--- config.mk ---
export PLATFORM = sky130hd
export DESIGN_NAME = itch_message_field_extractor_core
export DESIGN_NICKNAME = d
export VERILOG_FILES = /design/src/rtl/ifx_pkg.sv /design/src/rtl/ifx_parser.sv /design/src/rtl/ifx_result_queue.sv /design/src/rtl/itch_message_field_extractor_core.sv
export SDC_FILE = /design/constraint.sdc
export NUM_CORES = 2
export LEC_CHECK = 0
export BUFFER_PORTS_ARGS = -buffer_cell sky130_fd_sc_hd__buf_2
export CORE_MARGIN = 3
export CORE_UTILIZATION = 56
export CTS_CLUSTER_DIAMETER = 150
export DETAILED_ROUTE_END_ITERATION = 7
export PLACE_DENSITY_LB_ADDON = 0.2
export SKIP_LAST_GASP = 1
export SLEW_MARGIN = 30
export SYNTH_ARGS = -nofsm -noshare
export SYNTH_HDL_FRONTEND = slang
export SYNTH_SLANG_ARGS = --single-unit
export TNS_END_PERCENT = 20
--- constraint.sdc ---
create_clock -name clk -period 18.1 [get_ports clk]
set_clock_uncertainty 0.2 [all_clocks]
set_input_delay 1.81 -clock clk [delete_from_list [all_inputs] [get_ports clk]]
set_output_delay 1.81 -clock clk [all_outputs]
set_load 0.1 [all_outputs]
--- src/rtl/ifx_pkg.sv ---
// ----------------------------------------------------------------------------
// ifx_pkg
// Shared types, codes and lookup functions for the ITCH field extractor.
// ----------------------------------------------------------------------------
`default_nettype none

package ifx_pkg;

	// Result kind codes
	localparam logic [2:0] KIND_ADD  = 3'd0;
	localparam logic [2:0] KIND_EXEC = 3'd1;
	localparam logic [2:0] KIND_DEL  = 3'd2;
	localparam logic [2:0] KIND_EOS  = 3'd3;
	localparam logic [2:0] KIND_BAD  = 3'd4;

	// Type bytes that carry assembled bodies
	localparam logic [7:0] CH_ADD  = 8'h41; // 'A'
	localparam logic [7:0] CH_EXEC = 8'h45; // 'E'
	localparam logic [7:0] CH_DEL  = 8'h44; // 'D'

	// Body lengths, type byte excluded
	localparam logic [5:0] LEN_ADD  = 6'd35;
	localparam logic [5:0] LEN_EXEC = 6'd30;
	localparam logic [5:0] LEN_DEL  = 6'd18;

	// Parser phase
	typedef enum logic [1:0] {
		PH_TYPE = 2'd0,
		PH_BODY = 2'd1,
		PH_SKIP = 2'd2,
		PH_STOP = 2'd3
	} phase_t;

	// One result beat
	typedef struct packed {
		logic [2:0]  kind;
		logic [15:0] locate_code;
		logic [15:0] track_num;
		logic [47:0] event_time;
		logic [63:0] order_reference;
		logic [7:0]  side_char;
		logic [31:0] share_count;
		logic [63:0] symbol;
		logic [31:0] price;
		logic [63:0] match_id;
		logic [7:0]  bad_type;
		logic        last_of_run;
	} result_t;

	// Push request from parser to result queue
	typedef struct packed {
		logic first;
		logic second;
	} push_t;

	// Total length of a skipped message type; zero for an unknown type
	function automatic logic [5:0] skip_size(input logic [7:0] t);
		logic [5:0] s;
		case (t)
			8'h53: s = 6'd12; // S
			8'h52: s = 6'd39; // R
			8'h48: s = 6'd25; // H
			8'h59: s = 6'd20; // Y
			8'h4C: s = 6'd26; // L
			8'h56: s = 6'd35; // V
			8'h57: s = 6'd12; // W
			8'h4B: s = 6'd28; // K
			8'h4A: s = 6'd35; // J
			8'h68: s = 6'd21; // h
			8'h46: s = 6'd40; // F
			8'h43: s = 6'd36; // C
			8'h58: s = 6'd23; // X
			8'h55: s = 6'd35; // U
			8'h50: s = 6'd44; // P
			8'h51: s = 6'd40; // Q
			8'h42: s = 6'd19; // B
			8'h49: s = 6'd50; // I
			8'h4E: s = 6'd20; // N
			default: s = 6'd0;
		endcase
		return s;
	endfunction

	// Body length of an assembled kind
	function automatic logic [5:0] body_len(input logic [1:0] k);
		logic [5:0] l;
		case (k)
			KIND_ADD[1:0]:  l = LEN_ADD;
			KIND_EXEC[1:0]: l = LEN_EXEC;
			default:        l = LEN_DEL;
		endcase
		return l;
	endfunction

endpackage

`default_nettype wire

--- src/rtl/ifx_parser.sv ---
// ----------------------------------------------------------------------------
// ifx_parser
// Byte-at-a-time message framer and big-endian field assembler. Produces up
// to two results per accepted beat.
// ----------------------------------------------------------------------------
`default_nettype none

module ifx_parser (
	input  wire logic            clk,
	input  wire logic            arst_n,
	input  wire logic            take,
	input  wire logic [7:0]      data_byte,
	input  wire logic            is_last,
	output ifx_pkg::push_t       push,
	output ifx_pkg::result_t     res_a,
	output ifx_pkg::result_t     res_b
);

	ifx_pkg::phase_t phase_q, phase_d;
	logic [5:0]  cnt_q, cnt_d, cnt_inc, skip_len;
	logic [1:0]  kind_q, kind_d;

	// Field registers (payload, no reset)
	logic [15:0] locate_q, locate_d;
	logic [15:0] tracking_q, tracking_d;
	logic [47:0] time_q, time_d;
	logic [63:0] ref_q, ref_d;
	logic [7:0]  side_q, side_d;
	logic [31:0] shares_q, shares_d;
	logic [63:0] symbol_q, symbol_d;
	logic [31:0] price_q, price_d;
	logic [63:0] match_q, match_d;

	logic msg_done, bad, eos;
	ifx_pkg::result_t msg_res, bad_res, eos_res;

	assign cnt_inc  = cnt_q + 6'd1;
	assign skip_len = ifx_pkg::skip_size(data_byte);

	// Next state and field assembly
	always_comb begin
		phase_d    = phase_q;
		cnt_d      = cnt_q;
		kind_d     = kind_q;
		locate_d   = locate_q;
		tracking_d = tracking_q;
		time_d     = time_q;
		ref_d      = ref_q;
		side_d     = side_q;
		shares_d   = shares_q;
		symbol_d   = symbol_q;
		price_d    = price_q;
		match_d    = match_q;
		msg_done   = 1'b0;
		bad        = 1'b0;
		case (phase_q)
			ifx_pkg::PH_TYPE: begin
				if (data_byte == ifx_pkg::CH_ADD || data_byte == ifx_pkg::CH_EXEC ||
				    data_byte == ifx_pkg::CH_DEL) begin
					if (data_byte == ifx_pkg::CH_ADD)
						kind_d = ifx_pkg::KIND_ADD[1:0];
					else if (data_byte == ifx_pkg::CH_EXEC)
						kind_d = ifx_pkg::KIND_EXEC[1:0];
					else
						kind_d = ifx_pkg::KIND_DEL[1:0];
					phase_d = ifx_pkg::PH_BODY;
					cnt_d   = '0;
				end else if (skip_len == '0) begin
					bad     = 1'b1;
					phase_d = ifx_pkg::PH_STOP;
					cnt_d   = '0;
				end else begin
					phase_d = ifx_pkg::PH_SKIP;
					cnt_d   = skip_len - 6'd1;
				end
			end
			ifx_pkg::PH_BODY: begin
				// shift the byte into the field its offset belongs to
				if (cnt_q < 6'd2)
					locate_d = {locate_q[7:0], data_byte};
				else if (cnt_q < 6'd4)
					tracking_d = {tracking_q[7:0], data_byte};
				else if (cnt_q < 6'd10)
					time_d = {time_q[39:0], data_byte};
				else if (cnt_q < 6'd18)
					ref_d = {ref_q[55:0], data_byte};
				else if (kind_q == ifx_pkg::KIND_ADD[1:0]) begin
					if (cnt_q < 6'd19)
						side_d = data_byte;
					else if (cnt_q < 6'd23)
						shares_d = {shares_q[23:0], data_byte};
					else if (cnt_q < 6'd31)
						symbol_d = {symbol_q[55:0], data_byte};
					else
						price_d = {price_q[23:0], data_byte};
				end else if (kind_q == ifx_pkg::KIND_EXEC[1:0]) begin
					if (cnt_q < 6'd22)
						shares_d = {shares_q[23:0], data_byte};
					else
						match_d = {match_q[55:0], data_byte};
				end
				cnt_d = cnt_inc;
				if (cnt_inc >= ifx_pkg::body_len(kind_q)) begin
					msg_done = 1'b1;
					phase_d  = ifx_pkg::PH_TYPE;
					cnt_d    = '0;
				end
			end
			ifx_pkg::PH_SKIP: begin
				if (cnt_q != '0)
					cnt_d = cnt_q - 6'd1;
				if (cnt_q <= 6'd1)
					phase_d = ifx_pkg::PH_TYPE;
			end
			default: ;
		endcase

		// end of stream restarts framing; the stopped state ignores it
		eos = is_last && (phase_q != ifx_pkg::PH_STOP) && !bad;
		if (eos) begin
			phase_d = ifx_pkg::PH_TYPE;
			cnt_d   = '0;
		end
	end

	// Result build
	always_comb begin
		msg_res                 = '0;
		msg_res.kind            = {1'b0, kind_d};
		msg_res.locate_code     = locate_d;
		msg_res.track_num       = tracking_d;
		msg_res.event_time      = time_d;
		msg_res.order_reference = ref_d;
		if (kind_d == ifx_pkg::KIND_ADD[1:0]) begin
			msg_res.side_char   = side_d;
			msg_res.share_count = shares_d;
			msg_res.symbol      = symbol_d;
			msg_res.price       = price_d;
		end else if (kind_d == ifx_pkg::KIND_EXEC[1:0]) begin
			msg_res.share_count = shares_d;
			msg_res.match_id    = match_d;
		end
		msg_res.last_of_run = !eos;

		bad_res             = '0;
		bad_res.kind        = ifx_pkg::KIND_BAD;
		bad_res.bad_type    = data_byte;
		bad_res.last_of_run = 1'b1;

		eos_res             = '0;
		eos_res.kind        = ifx_pkg::KIND_EOS;
		eos_res.last_of_run = 1'b1;

		if (msg_done)
			res_a = msg_res;
		else if (bad)
			res_a = bad_res;
		else
			res_a = eos_res;
		res_b = eos_res;

		push.first  = take && (msg_done || bad || eos);
		push.second = take && msg_done && eos;
	end

	// Control registers
	always_ff @(posedge clk or negedge arst_n) begin
		if (!arst_n) begin
			phase_q <= ifx_pkg::PH_TYPE;
			cnt_q   <= '0;
			kind_q  <= '0;
		end else if (take) begin
			phase_q <= phase_d;
			cnt_q   <= cnt_d;
			kind_q  <= kind_d;
		end
	end

	// Field registers
	always_ff @(posedge clk) begin
		if (take) begin
			locate_q   <= locate_d;
			tracking_q <= tracking_d;
			time_q     <= time_d;
			ref_q      <= ref_d;
			side_q     <= side_d;
			shares_q   <= shares_d;
			symbol_q   <= symbol_d;
			price_q    <= price_d;
			match_q    <= match_d;
		end
	end

endmodule

`default_nettype wire

--- src/rtl/ifx_result_queue.sv ---
// ----------------------------------------------------------------------------
// ifx_result_queue
// Small result queue: takes up to two results a cycle, presents one beat a
// cycle on the output channel, advancing only when the head is popped.
// ----------------------------------------------------------------------------
`default_nettype none

module ifx_result_queue #(
	parameter int DEPTH = 4
) (
	input  wire logic             clk,
	input  wire logic             arst_n,
	input  wire ifx_pkg::push_t   push,
	input  wire ifx_pkg::result_t res_a,
	input  wire ifx_pkg::result_t res_b,
	input  wire logic             pop,
	output logic                  has_room,
	output logic                  not_empty,
	output ifx_pkg::result_t      head
);

	localparam int PW = (DEPTH > 1) ? $clog2(DEPTH) : 1;
	localparam int CW = $clog2(DEPTH + 1);

	ifx_pkg::result_t entry_q [DEPTH];
	logic [PW-1:0] wr_q, rd_q, wr_next, wr_next2, rd_next;
	logic [CW-1:0] count_q;
	logic [CW-1:0] n_push;

	function automatic logic [PW-1:0] ptr_inc(input logic [PW-1:0] p);
		return (p == PW'(DEPTH - 1)) ? '0 : p + PW'(1);
	endfunction

	assign wr_next   = ptr_inc(wr_q);
	assign wr_next2  = ptr_inc(wr_next);
	assign rd_next   = ptr_inc(rd_q);
	assign n_push    = CW'(push.first) + CW'(push.second);
	assign has_room  = count_q <= CW'(DEPTH - 2);
	assign not_empty = count_q != '0;
	assign head      = entry_q[rd_q];

	// Pointers and fill level
	always_ff @(posedge clk or negedge arst_n) begin
		if (!arst_n) begin
			wr_q    <= '0;
			rd_q    <= '0;
			count_q <= '0;
		end else begin
			if (push.second)
				wr_q <= wr_next2;
			else if (push.first)
				wr_q <= wr_next;
			if (pop)
				rd_q <= rd_next;
			count_q <= count_q + n_push - CW'(pop);
		end
	end

	// Entry storage
	always_ff @(posedge clk) begin
		for (int i = 0; i < DEPTH; i++) begin
			if (push.first && wr_q == PW'(i))
				entry_q[i] <= res_a;
			else if (push.second && wr_next == PW'(i))
				entry_q[i] <= res_b;
		end
	end

endmodule

`default_nettype wire

--- src/rtl/itch_message_field_extractor_core.sv ---
// The parser writes each result into the result queue on its byte's beat,
// and the output ports show the queue head. Throughput: one byte per cycle
// while in_ready is high; a byte that ends both a message and the stream
// yields two result beats in order. in_ready falls while the result queue
// has fewer than two free entries. Reset clears framing state and the queue;
// field registers are undefined until a message body writes them.
// ----------------------------------------------------------------------------
// itch_message_field_extractor_core
// ITCH 5.0 stream parser: frames messages, assembles Add, Executed and Delete
// fields, skips other known types and stops on an unknown type byte.
// ----------------------------------------------------------------------------
`default_nettype none

module itch_message_field_extractor_core #(
	parameter int QUEUE_DEPTH = 4
) (
	input  wire logic        clk,
	input  wire logic        arst_n,
	input  wire logic        in_valid,
	output logic             in_ready,
	input  wire logic [7:0]  data_byte,
	input  wire logic        is_last,
	output logic             out_valid,
	input  wire logic        out_ready,
	output logic [2:0]       kind,
	output logic [15:0]      locate_code,
	output logic [15:0]      track_num,
	output logic [47:0]      event_time,
	output logic [63:0]      order_reference,
	output logic [7:0]       side_char,
	output logic [31:0]      share_count,
	output logic [63:0]      symbol,
	output logic [31:0]      price,
	output logic [63:0]      match_id,
	output logic [7:0]       bad_type,
	output logic             last_of_run
);

	ifx_pkg::push_t   push;
	ifx_pkg::result_t res_a, res_b, head;
	logic take, has_room, pop;

	assign in_ready = has_room;
	assign take     = in_valid && has_room;
	assign pop      = out_valid && out_ready;

	// Framing and field assembly
	ifx_parser u_parser (
		.clk       (clk),
		.arst_n    (arst_n),
		.take      (take),
		.data_byte (data_byte),
		.is_last   (is_last),
		.push      (push),
		.res_a     (res_a),
		.res_b     (res_b)
	);

	// Output buffering
	ifx_result_queue #(
		.DEPTH (QUEUE_DEPTH)
	) u_queue (
		.clk       (clk),
		.arst_n    (arst_n),
		.push      (push),
		.res_a     (res_a),
		.res_b     (res_b),
		.pop       (pop),
		.has_room  (has_room),
		.not_empty (out_valid),
		.head      (head)
	);

	assign kind            = head.kind;
	assign locate_code     = head.locate_code;
	assign track_num       = head.track_num;
	assign event_time      = head.event_time;
	assign order_reference = head.order_reference;
	assign side_char       = head.side_char;
	assign share_count     = head.share_count;
	assign symbol          = head.symbol;
	assign price           = head.price;
	assign match_id        = head.match_id;
	assign bad_type        = head.bad_type;
	assign last_of_run     = head.last_of_run;

	// A second result is only ever an end-of-stream after a message
	a_second_is_eos: assert property (@(posedge clk) disable iff (!arst_n)
		push.second |-> (push.first && res_b.kind == ifx_pkg::KIND_EOS &&
		                 !res_a.last_of_run))
		else $error("second result not an end-of-stream after a message");

	// Nothing is produced without an accepted beat
	a_push_needs_take: assert property (@(posedge clk) disable iff (!arst_n)
		push.first |-> take)
		else $error("result pushed without accepted beat");

	// After an unknown type the parser stays silent
	a_stop_silent: assert property (@(posedge clk) disable iff (!arst_n)
		(push.first && res_a.kind == ifx_pkg::KIND_BAD) |=> !push.first)
		else $error("result produced after unknown type stop");

	// An unknown type result is always alone and final
	a_bad_alone: assert property (@(posedge clk) disable iff (!arst_n)
		(push.first && res_a.kind == ifx_pkg::KIND_BAD) |->
		(!push.second && res_a.last_of_run))
		else $error("unknown type result not alone");

endmodule

`default_nettype wire
### Yosys cells after proc, flatten, opt, wreduce, memory -nomap -nowiden

Memory sizes are Yosys's and may differ from the RTL's.
Cells that the tools add are included.

| cells by class | value |
|---|---|
| shift-type cells | 0 |
| reduce and logical (&&, ||, !) cells | 39 |
| bitwise gates (word level) | 4 |
| $mul | 0 |
| eq/ne operators | 37 |
| order comparisons | 11 |
| div/mod/pow operators | 0 |
| multiplexer cells | 124 |
| add/sub/neg operators | 9 |

Operators with widths:

| kind | count |
|---|---|
| 356-bit two-way mux | 8 |
| 64-bit two-way mux | 24 |
| 356-bit OR reduction | 2 |
| 32-bit two-way mux | 21 |
| 48-bit two-way mux | 4 |
| 8-bit by 7-bit equality test with 1-bit output (second input constant) | 22 |
| 96-bit two-way mux | 1 |
| 6-bit case mux with 14 select lines | 1 |
| 16-bit two-way mux | 5 |
| 8-bit two-way mux | 8 |
| 6-bit two-way mux | 6 |
| 6-bit by 5-bit < comparator with 1-bit output (second input constant) | 5 |
| 2-bit two-way mux | 15 |
| 1-bit two-way mux | 28 |
| 6-bit case mux with 3 select lines | 1 |
| 1-bit logical AND | 15 |
| 2-bit equality test (second input constant) | 6 |
| 6-bit case mux with 2 select lines | 1 |
| 6-bit by 1-bit subtractor with 6-bit output (second input constant) | 2 |
| 2-bit by 1-bit equality test with 1-bit output (second input constant) | 5 |
| 2-bit zero test | 5 |
| 3-bit by 1-bit inequality test with 1-bit output (second input constant) | 3 |
| 2-bit by 1-bit adder with 2-bit output (second input constant) | 3 |
| 6-bit by 1-bit adder with 6-bit output (second input constant) | 1 |
| 23 further kinds | 32 |

| word-level totals | value |
|---|---|
| bits in latches | 0 |
| ROM bits | 0 |
| logic and storage cells | 240 |
| flip-flop bits (word level) | 361 |
| memories | 1 |
| bits in writable memories | 1,424 |

Memories:

| name | words | bits a word | read ports | clocked after Yosys merged registers in | write ports | RTL line | text |
|---|---|---|---|---|---|---|---|
| u_queue.entry_q | 4 | 356 | 1 | 0 | 2 | ifx_result_queue.sv:25 | `ifx_pkg::result_t entry_q [DEPTH];` |

### Depth between registers and ports, before layout

| depth | value |
|---|---|
| depth after elaboration | 17 |
| mapped depth | 18 |
| depth with buffers taken out | 16 |

### Cells and area by module

A second synthesis with hierarchy kept.

| second synthesis, totals | value |
|---|---|
| cells, all modules | 5,228 |
| area total of the unflattened synthesis | 90,608.2 µm² |

By module, submodules not included:

| module | times used | cells an instance | area an instance (µm²) |
|---|---|---|---|
| ifx_result_queue | 1 | 3,499 | 69,146.3 |
| ifx_parser | 1 | 1,727 | 21,449.3 |
| itch_message_field_extractor_core | 1 | 2 | 12.5 |

### Least setup slack after synthesis

Ideal clock, no wire load.

| timing | value |
|---|---|
| kind | register -> register |
| start | register u_queue.count_q[1] |
| end | memory u_queue.entry_q[0][0] (netlist name) (enable) |
| path buffers | 0 |
| cell stages (with the launch flop) | 6 |
| setup slack | 1,609 ps |
| data arrival time | 15,530 ps |
| path through | dfrtp_1 -> a21oi_1 -> nand2_1 -> clkinv_1 -> o31a_1 -> a22o_1 |

RTL lines:

| what | RTL line | text |
|---|---|---|
| start, declared | ifx_result_queue.sv:27 | `logic [CW-1:0] count_q;` |
| start signal, assigned | ifx_result_queue.sv:55 | `count_q <= count_q + n_push - CW'(pop);` |
| end, declared | ifx_result_queue.sv:25 |  |

==> results.sh <==
export IMPL_synth_fa_ha_area_frac=0.00446
export IMPL_synth_area_mm2=0.0774
export IMPL_die_w_um=378
export IMPL_synth_area_leaders="edfxtp_1, mux4_2, dfxtp_1, mux2i_1, nor2_1"
export IMPL_antenna_found_initial=9
export IMPL_rr_worst_depth=14
export IMPL_setup_violations=0
export IMPL_seq_power_share=0.334
export IMPL_io_pins=371
export IMPL_layout_worst_path_cycle_share=0.410
export IMPL_worstPathRequired_ns=18.62
export IMPL_synth_top_cell_area_share=0.548
export IMPL_area_delta_synth_final_pct=11.3
export IMPL_tightest_slew_ns=1.29
export IMPL_clockBufferDepth=3
export IMPL_reg2reg_to="u_queue.entry_q[2][244]"
export IMPL_viasPerCell=6.13
export IMPL_htreeDepth=4
export IMPL_ys_types=79
export IMPL_path_class="input pin to flip-flop"
export IMPL_ys_seq_area_frac=0.645
export IMPL_p_sw_mw=7.35
export IMPL_fin_cells=7594
export IMPL_cts_setup_buffers=0
export IMPL_ys_ff_latch=1785
export IMPL_internal_power_mw=8.70
export IMPL_dp_hpwl_um=106000
export IMPL_yosys_warnings=0
export IMPL_path_common_cell="buf_4"
export IMPL_critical_path_cell_chain="buf_2, buf_4, nor3b_1, o2111a_1, a311o_1, inv_1, ha_1, o21ai_2, nor4_4, buf_4, o311ai_4, buf_4, buf_4, buf_12, buf_4, mux2i_1"
export IMPL_synth_area_per_cell_um2=14.2
export IMPL_vias=46500
export IMPL_ys_async_sr_fraction=0.00952
export IMPL_swShare=0.458
export IMPL_ys_flop_type="edfxtp_1"
export IMPL_port_buffers=370
export IMPL_die_h_um=378
export IMPL_drtPass1Iterations=6
export IMPL_synth_compound_area_frac=0.0326
export IMPL_cts_hold_buf=0
export IMPL_grt_max_degree=190
export IMPL_synth_most_common_cell="edfxtp_1"
export IMPL_cts_resized=0
export IMPL_cpPeakStageDelay_ns=0.80
export IMPL_drv_cap=0
export IMPL_power_leakage_nw=33.7
export IMPL_slew_headroom=0.139
export IMPL_power_share_combinational=0.439
export IMPL_min_period_ns=7.41
export IMPL_grt_pass1_wl_um=294000
export IMPL_ant_nets=0
export IMPL_grt_usage=0.271
export IMPL_synthSimpleGateAreaFrac=0.0811
export IMPL_synth_top_family_by_area="multiplexers"
export IMPL_core_mm2=0.136
export IMPL_crit_fanout=87
export IMPL_start_util=0.568
export IMPL_die_area_mm2=0.143
export IMPL_wire_per_inst_um=25.5
export IMPL_syn_inst=5452
export IMPL_setup_tns_ns=0
export IMPL_num_nets_final=5699
export IMPL_hold_path_class="flip-flop to flip-flop"
export IMPL_cp_endpoint="u_queue.entry_q[2][244]"
export IMPL_drc=0
export IMPL_grt_pass1_vias=47800
export IMPL_critPathSlowestCell="buf_4"
export IMPL_synth_edff_count=1412
export IMPL_reg2reg_from="u_parser.cnt_q[1]"
export IMPL_drt_iter0_markers=4603
export IMPL_rsz0062_at_grt="false"
export IMPL_worstPathArrival_ns=7.93
export IMPL_cp_start_kind="input pin"
export IMPL_fp_row_count=135
export IMPL_root_buffer="clkbuf_16"
export IMPL_irDropWorstVdd_mv=0.270
export IMPL_synth_xor_area_share=0.00124
export IMPL_status="completed"
export IMPL_powerDensity_mw_per_mm2=186
export IMPL_cts_tree="yes"
export IMPL_end_kind="flip-flop"
export IMPL_synth_mux_area_frac=0.198
export IMPL_hold_violations=0
export IMPL_place_gp_congestion=0.785
export IMPL_drive_gt1_frac=0.221
export IMPL_r2r_slack_ns=11.12
export IMPL_path_clk_slew_ns=0.06
export IMPL_overflow=0
export IMPL_yosys_area_top_type="edfxtp_1"
export IMPL_yosys_top_cells_count="edfxtp_1, nor2_1, mux2i_1, o21ai_0"
export IMPL_cts_buffers_inserted=179
export IMPL_cts_sinks=1785
export IMPL_insertion_delay_ns=0.81
export IMPL_startpoint="data_byte[6]"
export IMPL_max_freq_mhz=135
export IMPL_slew_violations=0
export IMPL_clock_power_share=0.227
export IMPL_syn_nets=5492
export IMPL_dp_cells=7254
export IMPL_drt_total_wl_um=193000
==> flip-flops by register name (all words and copies together) (netlist names), 3 cells and up <==
signal and cells:
u_parser.price_q 32, u_parser.cnt_q 6, u_queue.entry_q 1424, u_parser.side_q 8
u_parser.shares_q 32, u_parser.match_q 64, u_parser.tracking_q 16, u_parser.symbol_q 64
u_queue.count_q 3, u_parser.ref_q 64, u_parser.time_q 48, u_parser.locate_q 16
==> power by group through the flow <==
| stage | Sequential (mW) | Combinational [mW] | Clock [mW] |
|---|---|---|---|
| global route | 5.40 | 7.30 | 3.87 |
| CTS | 5.36 | 7.07 | 3.71 |
| finish | 5.36 | 7.04 | 3.65 |
| detailed placement | 5.44 | 7.06 | 0 |
| floorplan | 5.46 | 5.76 | 0 |
| global placement | 5.42 | 7.02 | 0 |
==> critical path, delay by kind of cell <==
kind | cells | cell delay (ns)
buf+inv | 8 | 3.61
fa+ha+maj | 1 | 0.25
mux | 1 | 0.27
simple gates | 2 | 0.75
compound gates | 4 | 0.97
==> worst min-delay path by stage <==
stage	startpoint	end	slack, ns	cells past startpoint
finish	u_queue.entry_q[2][334]	u_queue.entry_q[2][334]	0.28	2
global route	u_queue.entry_q[2][214]	u_queue.entry_q[2][214]	0.30	2
CTS	u_queue.entry_q[2][127]	u_queue.entry_q[2][127]	0.28	2
detailed placement	u_queue.entry_q[2][127]	u_queue.entry_q[2][127]	0.27	2
global placement	u_queue.entry_q[2][162]	u_queue.entry_q[2][162]	0.26	2
floorplan	u_queue.entry_q[2][100]	u_queue.entry_q[2][100]	0.25	2
==> placed cells by master, fill, tap and decap left out, types with 28 or more instances in the layout <==
cell type     n
clkbuf_8     28
nand2_1     253
o21ai_0     361
mux2i_1     496
edfxtp_1   1412
nand2b_1    118
mux2_2      195
mux4_2      356
inv_1       187
dfxtp_1     356
clkbuf_16   180
nor2_1     1045
buf_2       370
clkbuf_1     62
buf_4        42
==> metal layers <==
metal  GRT usage  share of wire  up-vias  routed length [um]
met5           0        0.00013        -                  25
met4      0.0734          0.020        4                3940
met3      0.0461          0.074      234               14400
met2       0.443           0.49     1822               94200
met1       0.381           0.42    24100               81000
li1            -              -    20400                   -
==> cell families after synthesis <==
logic type,count (synthesis)
flip-flops,1785
AND/OR/NAND/NOR,1507
multiplexers,1062
buffers and inverters,607
AO/OA/AOI/OAI,453
adder cells (fa/ha/maj),27
XOR/XNOR,11
==> stage by stage <==
stage / hold slack [ns] / cell area [um^2] / setup slack, ns / power, mW / utilization
final: 0.279 / 86200 / 10.69 / 16.1 / 0.632
after global routing: 0.296 / 86200 / 10.51 / 16.6 / 0.632
after detailed placement: 0.271 / 80300 / 10.02 / 12.5 / 0.589
after floorplan: 0.253 / 77400 / 1.61 / 11.2 / -
after global placement: 0.262 / 80100 / 10.07 / 12.4 / 0.588
after CTS: 0.279 / 86100 / 10.89 / 16.1 / 0.631
==> final cells by class <==
type | instances | area (um^2)
Fill cell | 10000 | 50100
Clock inverter | 63 | 677
Timing Repair Buffer | 444 | 2760
Multi-Input combinational cell | 3060 | 24700
Clock buffer | 270 | 5120
Sequential cell | 1785 | 50000
Antenna cell | 2 | 5.00
Inverter | 189 | 717
Tap cell | 1781 | 2230
Power figures use the tool's default switching activity.
